File: src/rtl/core/mie_pkg.sv
// Shared types and constants for the modular inverse unit.
// Used by mie_ctrl, mie_dpath and the top level; depends on nothing.
package mie_pkg;

	// operand width and the width of coefficient magnitudes and quotient products
	localparam int WIDTH      = 31;
	localparam int DW         = WIDTH + 2;
	localparam int STEP_LIMIT = 2 * WIDTH + 4;
	localparam int STEP_W     = $clog2(STEP_LIMIT + 1);
	localparam int DCNT_W     = $clog2(DW);

	// controller to datapath commands
	typedef struct packed {
		logic load;      // capture a new word from the input ports
		logic div_init;  // set up the shared divider
		logic reduce;    // with div_init: divide the coefficient by the modulus
		logic div_step;  // one restoring division bit
		logic update;    // commit one Euclid step
		logic finish;    // register the result
	} dp_cmd_t;

	// datapath to controller status
	typedef struct packed {
		logic cur_zero;
		logic mod_zero;
	} dp_stat_t;

endpackage

File: src/rtl/core/mie_dpath.sv
// Datapath of the modular inverse unit: Euclid registers, coefficient
// registers and a shared bit-serial restoring divider. Depends on mie_pkg.
module mie_dpath (
	input  logic                        clk,
	input  mie_pkg::dp_cmd_t            cmd,
	input  logic [mie_pkg::WIDTH-1:0]   value,
	input  logic [mie_pkg::WIDTH-1:0]   modulus,
	output mie_pkg::dp_stat_t           stat,
	output logic [mie_pkg::WIDTH-1:0]   inverse,
	output logic [mie_pkg::WIDTH-1:0]   gcd
);

	// remainder sequence, modulus and coefficients (sign and magnitude)
	logic [mie_pkg::WIDTH-1:0] pr_q, cr_q, m_q;
	logic [mie_pkg::DW-1:0]    pm_q, cm_q;
	logic                      pn_q, cn_q;
	// divider state
	logic [mie_pkg::WIDTH-1:0] rem_q, dvs_q;
	logic [mie_pkg::DW-1:0]    dq_q, prod_q;
	// result
	logic [mie_pkg::WIDTH-1:0] inv_q, gcd_q;

	logic [mie_pkg::WIDTH:0]   trial, diff;
	logic                      qbit;
	logic [mie_pkg::DW-1:0]    nmag;
	logic                      nneg, pneg;
	logic [mie_pkg::WIDTH-1:0] red;

	// one restoring division bit
	always_comb begin
		trial = {rem_q, dq_q[mie_pkg::DW-1]};
		diff  = trial - {1'b0, dvs_q};
		qbit  = (trial >= {1'b0, dvs_q});
	end

	// new coefficient = prev - q*cur, in sign and magnitude
	always_comb begin
		pneg = ~cn_q;
		priority if (prod_q == '0) begin
			nmag = pm_q;
			nneg = pn_q;
		end else if (pm_q == '0) begin
			nmag = prod_q;
			nneg = pneg;
		end else if (pn_q == pneg) begin
			nmag = pm_q + prod_q;
			nneg = pn_q;
		end else if (pm_q >= prod_q) begin
			nmag = pm_q - prod_q;
			nneg = pn_q;
		end else begin
			nmag = prod_q - pm_q;
			nneg = pneg;
		end
		if (nmag == '0) begin
			nneg = 1'b0;
		end
	end

	assign red = rem_q;

	// sequence and coefficient registers
	always_ff @(posedge clk) begin
		if (cmd.load) begin
			pr_q <= modulus;
			cr_q <= value;
			m_q  <= modulus;
			pm_q <= '0;
			pn_q <= 1'b0;
			cm_q <= mie_pkg::DW'(1);
			cn_q <= 1'b0;
		end else if (cmd.update) begin
			pr_q <= cr_q;
			cr_q <= rem_q;
			pm_q <= cm_q;
			pn_q <= cn_q;
			cm_q <= nmag;
			cn_q <= nneg;
		end
	end

	// shared divider: quotient bits shift into dq_q, q*cur accumulates in prod_q
	always_ff @(posedge clk) begin
		if (cmd.div_init) begin
			rem_q  <= '0;
			prod_q <= '0;
			if (cmd.reduce) begin
				dq_q  <= pm_q;
				dvs_q <= m_q;
			end else begin
				dq_q  <= {2'b00, pr_q};
				dvs_q <= cr_q;
			end
		end else if (cmd.div_step) begin
			rem_q  <= qbit ? diff[mie_pkg::WIDTH-1:0] : trial[mie_pkg::WIDTH-1:0];
			dq_q   <= {dq_q[mie_pkg::DW-2:0], qbit};
			prod_q <= {prod_q[mie_pkg::DW-2:0], 1'b0} + (qbit ? cm_q : '0);
		end
	end

	// reduce the coefficient into 0..modulus-1 and hold the result
	always_ff @(posedge clk) begin
		if (cmd.finish) begin
			if (m_q == '0) begin
				inv_q <= '0;
				gcd_q <= cr_q;
			end else begin
				inv_q <= (pn_q && red != '0) ? m_q - red : red;
				gcd_q <= pr_q;
			end
		end
	end

	assign stat.cur_zero = (cr_q == '0);
	assign stat.mod_zero = (m_q == '0);
	assign inverse       = inv_q;
	assign gcd           = gcd_q;

endmodule

File: src/rtl/core/mie_ctrl.sv
// Controller of the modular inverse unit: sequences Euclid steps and the
// final reduction on the shared divider. Depends on mie_pkg.
module mie_ctrl (
	input  logic                 clk,
	input  logic                 arst_n,
	input  logic                 start,
	input  mie_pkg::dp_stat_t    stat,
	output mie_pkg::dp_cmd_t     cmd,
	output logic                 busy,
	output logic                 done
);

	localparam logic [2:0] S_IDLE   = 3'd0;
	localparam logic [2:0] S_CHECK  = 3'd1;
	localparam logic [2:0] S_DIV    = 3'd2;
	localparam logic [2:0] S_UPDATE = 3'd3;
	localparam logic [2:0] S_FINISH = 3'd4;

	logic [2:0]                   state_q, state_d;
	logic [mie_pkg::STEP_W-1:0]   step_q;
	logic [mie_pkg::DCNT_W-1:0]   dcnt_q;
	logic                         reduce_q, done_q;
	logic                         stop;

	assign stop = stat.cur_zero || (step_q == mie_pkg::STEP_W'(mie_pkg::STEP_LIMIT));

	// next state and commands
	always_comb begin
		state_d = state_q;
		cmd     = '0;
		unique case (state_q)
			S_IDLE: begin
				cmd.load = start;
				if (start) begin
					state_d = S_CHECK;
				end
			end
			S_CHECK: begin
				if (stat.mod_zero) begin
					state_d = S_FINISH;
				end else begin
					cmd.div_init = 1'b1;
					cmd.reduce   = stop;
					state_d      = S_DIV;
				end
			end
			S_DIV: begin
				cmd.div_step = 1'b1;
				if (dcnt_q == mie_pkg::DCNT_W'(mie_pkg::DW - 1)) begin
					state_d = reduce_q ? S_FINISH : S_UPDATE;
				end
			end
			S_UPDATE: begin
				cmd.update = 1'b1;
				state_d    = S_CHECK;
			end
			S_FINISH: begin
				cmd.finish = 1'b1;
				state_d    = S_IDLE;
			end
			default: begin
				state_d = S_IDLE;
			end
		endcase
	end

	// state, counters and done strobe
	always_ff @(posedge clk or negedge arst_n) begin
		if (!arst_n) begin
			state_q  <= S_IDLE;
			step_q   <= '0;
			dcnt_q   <= '0;
			reduce_q <= 1'b0;
			done_q   <= 1'b0;
		end else begin
			state_q <= state_d;
			done_q  <= cmd.finish;
			if (cmd.load) begin
				step_q <= '0;
			end else if (cmd.update) begin
				step_q <= step_q + 1'b1;
			end
			if (cmd.div_init) begin
				dcnt_q   <= '0;
				reduce_q <= cmd.reduce;
			end else if (cmd.div_step) begin
				dcnt_q <= dcnt_q + 1'b1;
			end
		end
	end

	assign busy = (state_q != S_IDLE);
	assign done = done_q;

endmodule

File: src/rtl/core/modular_inverse_ext_euclid_unit.sv
// Top level of the modular inverse unit (extended Euclid).
// Depends on mie_pkg, mie_ctrl and mie_dpath.
//
// Usage: drive value and modulus and raise start while busy is low; the word
// is taken at that clock edge and busy rises. When the work is over, done
// pulses for one cycle with inverse and gcd valid; they hold until the next
// result. inverse is the Bezout coefficient of value reduced into
// 0..modulus-1; it is the modular inverse only when gcd is one.
// A zero modulus gives inverse 0 and gcd equal to value.
// Each Euclid step is a setup, a pass of the bit-serial divider over all DW
// dividend bits and a commit; the final reduction is a setup, a divider
// pass and the result register. With k remainder steps (at most 45 for
// 31-bit operands) done pulses after k steps and the final reduction, all
// on the shared divider. A new word is accepted at the edge that ends the
// done cycle; while a word is in flight busy is high and no new word is
// taken. The receiver cannot stall: a result not taken in its strobe cycle
// is still held on the ports.
// Reset (arst_n low) returns the controller to idle at once; no result is
// produced for a word in flight.
module modular_inverse_ext_euclid_unit (
	input  logic                        clk,
	input  logic                        arst_n,
	input  logic                        start,
	output logic                        busy,
	input  logic [mie_pkg::WIDTH-1:0]   value,
	input  logic [mie_pkg::WIDTH-1:0]   modulus,
	output logic                        done,
	output logic [mie_pkg::WIDTH-1:0]   inverse,
	output logic [mie_pkg::WIDTH-1:0]   gcd
);

	mie_pkg::dp_cmd_t  cmd;
	mie_pkg::dp_stat_t stat;

	mie_ctrl u_ctrl (
		.clk    (clk),
		.arst_n (arst_n),
		.start  (start),
		.stat   (stat),
		.cmd    (cmd),
		.busy   (busy),
		.done   (done)
	);

	mie_dpath u_dpath (
		.clk     (clk),
		.cmd     (cmd),
		.value   (value),
		.modulus (modulus),
		.stat    (stat),
		.inverse (inverse),
		.gcd     (gcd)
	);

endmodule

File: config.mk
export PLATFORM = sky130hd
export DESIGN_NAME = modular_inverse_ext_euclid_unit
export DESIGN_NICKNAME = d
export VERILOG_FILES = /design/src/rtl/core/mie_pkg.sv /design/src/rtl/core/mie_dpath.sv /design/src/rtl/core/mie_ctrl.sv /design/src/rtl/core/modular_inverse_ext_euclid_unit.sv
export SDC_FILE = /design/constraint.sdc
export NUM_CORES = 1
export LEC_CHECK = 0
export CORE_UTILIZATION = 65
export DETAILED_ROUTE_END_ITERATION = 16
export DONT_BUFFER_PORTS = 1
export MAX_ROUTING_LAYER = met4
export PLACE_DENSITY_LB_ADDON = 0.05
export SETUP_SLACK_MARGIN = 0.02
export SYNTH_ARGS = -nofsm -noshare
export SYNTH_HDL_FRONTEND = slang
export SYNTH_SLANG_ARGS = --single-unit
File: constraint.sdc
create_clock -name clk -period 15.15 [get_ports clk]
set_input_delay 3.03 -clock clk [delete_from_list [all_inputs] [get_ports clk]]
set_output_delay 3.03 -clock clk [all_outputs]
set_load 0.02 [all_outputs]
==> out/metrics.csv <==
metric,value,unit
status,completed,
Post-Syn Area,25200,um^2
Post-CTS Hold Fix Bufs,0,
# IOs,129,
H-tree levels,2,
CTS tree,done,
Avg Synthesized Cell Area,8.79,um^2
drc violations,0,
ys async rst share,4.88,%
Post-synth EDFFs,219,
CP Max Fanout,26,
Yosys reg bits,369,
final global-route overflow total,0,
M1 wire length,31.1,mm
Main synth FF type,edfxtp_1,
post-synthesis sequential area ratio,38.3,%
DP Wirelength,57.7,mm
final hold vios,0,
CTS max path bufs,3,
top layer in use,met4,
clock latency on the worst-skew pair,0.54,ns
pin count of the biggest net entering global routing,86,
met3 WL,7.30,mm
Worst Hold Class,reg2reg,
Leakage Power,0.0108,uW
core region area,37900,um^2
Cell variety after synth,98,
number of max-cap violations,0,
"Power, Total",1960,uW
actual slew at the worst max-slew pin,1.22,ns
share of layout cells above drive strength 1,6.91,%
routed vias/inst,6.76,
period utilisation layout,50.2,%
fin nets,3058,
Crit path arrival time,7.98,ns
RSZ-0062 raised after global routing,false,
clk slew on worst S/H paths,0.06,ns
die span in y,199,um
global-route wire length before repair,123,mm
Clock Sinks,369,
via count,22555,
Clock Skews,0.0215,ns
Critical Path RT,15.53,ns
dpl ws,7.92,ns
Layout area overhead,5.94,%
initial antenna violation count,2,
final WL,79.6,mm
CTS resizes,0,
port bufs,0,
Synthesis Warnings,0,
Sum Neg Setup Slack,0,ns
total CTS buffers,38,
WL met2,37.3,mm
crit path time final,7.61,ns
CP startpoint kind,flip-flop,
GRT Total Usage,41.6,%
Final GP Congestion,1.05,
final worst slack,7.54,ns
power per cell area,73.4,nW/um^2
filler cell count,2880,
routed len/inst,23.9,um
Rel. slew slack,18.4,%
Max VDD drop,121,uV
Syn Nets,3135,
Setup Buffers After CTS,0,
# setup viols final,0,
Die ar.,39600,um^2
Post-DRT Antenna Nets,0,
fmax,131,MHz
Starting Density,66.5,%
First DRT Iteration DRCs,2517,
drt first pass iters,5,
Post-Place Cell Area,25600,um^2
Rows,71,
root buffer cell,clkbuf_16,
cells after synthesis,2871,
Worst setup EP type,flip-flop,
crit path kind,reg2reg,
final-report max-slew violation count,0,
post-layout instance area,26700,um^2
Horiz. Die Dim,199,um
vias in the first global route,21262,
layout by cell type, fill, tap and decap left out, types with 51 or more instances in the layout:
cell type,n
o21ai_0,220
nor3_1,51
nor2_1,214
a21oi_1,231
ha_1,193
dfxtp_1,132
edfxtp_1,219
inv_1,191
nand3_1,66
mux2_2,62
nand2_1,347
xnor2_1,64
Yosys cell counts, drive strengths merged (51+ instances only):
library cell / count / area (um^2)
a21oi: 231 / 1160
clkbuf: 113 / 425
dfxtp: 132 / 2640
edfxtp: 219 / 6580
ha: 193 / 2410
inv: 193 / 724
mux2: 63 / 713
nand2: 349 / 1310
nand3: 67 / 340
nor2: 216 / 811
nor3: 52 / 260
o21ai: 232 / 1160
xnor2: 65 / 569
xor2: 51 / 447
cells by family after synthesis:
| logic type | share of synthesized area (%) |
|---|---|
| AND/OR/NAND/NOR | 16.7 |
| AO/OA/AOI/OAI | 20.9 |
| flip-flops | 38.3 |
| buffers and inverters | 5.29 |
| adder cells (fa/ha/maj) | 10.0 |
| XOR/XNOR | 4.03 |
| multiplexers | 4.69 |
flip-flops by register name, indices dropped and copies added (netlist names), 33 cells and up:
name and count:
u_dpath.cm_q 33, u_dpath.prod_q 33, u_dpath.pm_q 33, u_dpath.dq_q 33
critical path, cell delays in order (launching register included):
cell and delay, ns:
dfxtp_1 0.42, ha_1 0.31, a21o_1 0.23, a21o_1 0.18, a21o_1 0.18, a21oi_1 0.14, o21ai_0 0.08, a2111oi_0 0.80
a31oi_1 0.16, o21ai_0 0.25, nand2_2 0.30, and2_1 0.28, ha_1 0.23, fa_1 0.43, a21o_1 0.19, a21o_1 0.22
a21oi_1 0.27, o21ai_1 0.16, a2111oi_0 0.79, o31ai_1 0.28, a31oi_1 0.46, o21ai_1 0.20, nor3_1 0.26, o21bai_1 0.14
a21oi_1 0.19, xor2_1 0.17, o22ai_1 0.09
routing by layer:
| metal | track usage, % | vias up |
|---|---|---|
| li1 | - | 10223 |
| met1 | 52.4 | 10821 |
| met2 | 65.8 | 1268 |
| met3 | 6.43 | 243 |
| met4 | 19.1 | 0 |
| met5 | - | - |
area by class of cell:
type	count	area, um^2	area share (%)
clock inverter	16	131	0.491
inverter	195	734	2.75
sequential	369	9670	36.2
antenna	2	5.00	0.0187
tap	511	639	2.39
multi-input combinational	2164	14300	53.5
timing repair buffer	26	195	0.730
clock buffer	53	1050	3.92
power breakdown:
group,internal [uW],leakage (uW),switching [uW]
registers,1050,0.00336,0
logic,0.184,0.00685,0
clock network,519,0.000580,392
total,1570,0.0108,392
metrics by stage:
stage / hold WS (ns) / utilization (%) / instances
2_1_floorplan: 0.432 / - / 2871
3_3_place_gp: 0.447 / 67.4 / 3265
3_5_place_dp: 0.465 / 67.4 / 3265
4_1_cts: 0.469 / 70.5 / 3334
5_1_grt: 0.496 / 70.5 / 3336
6_report: 0.464 / 70.5 / 3336
final timing paths:
path | end | depth (start not counted) | slack, ns | startpoint
setup / recovery | u_dpath.prod_q[29] | 26 | 7.54 | u_dpath.red[16]
hold / removal | u_dpath.pm_q[32] | 2 | 0.46 | u_dpath.cm_q[32]
setup reg to reg | u_dpath.prod_q[29] | 26 | 7.54 | u_dpath.red[16]
hold reg to reg | u_dpath.pm_q[32] | 2 | 0.46 | u_dpath.cm_q[32]
max in group asynchronous | u_ctrl.step_q[0] | 0 | 12.88 | arst_n
min in group asynchronous | u_ctrl.step_q[4] | 0 | 2.18 | arst_n
Note: power is estimated with default switching activity, not from simulation.
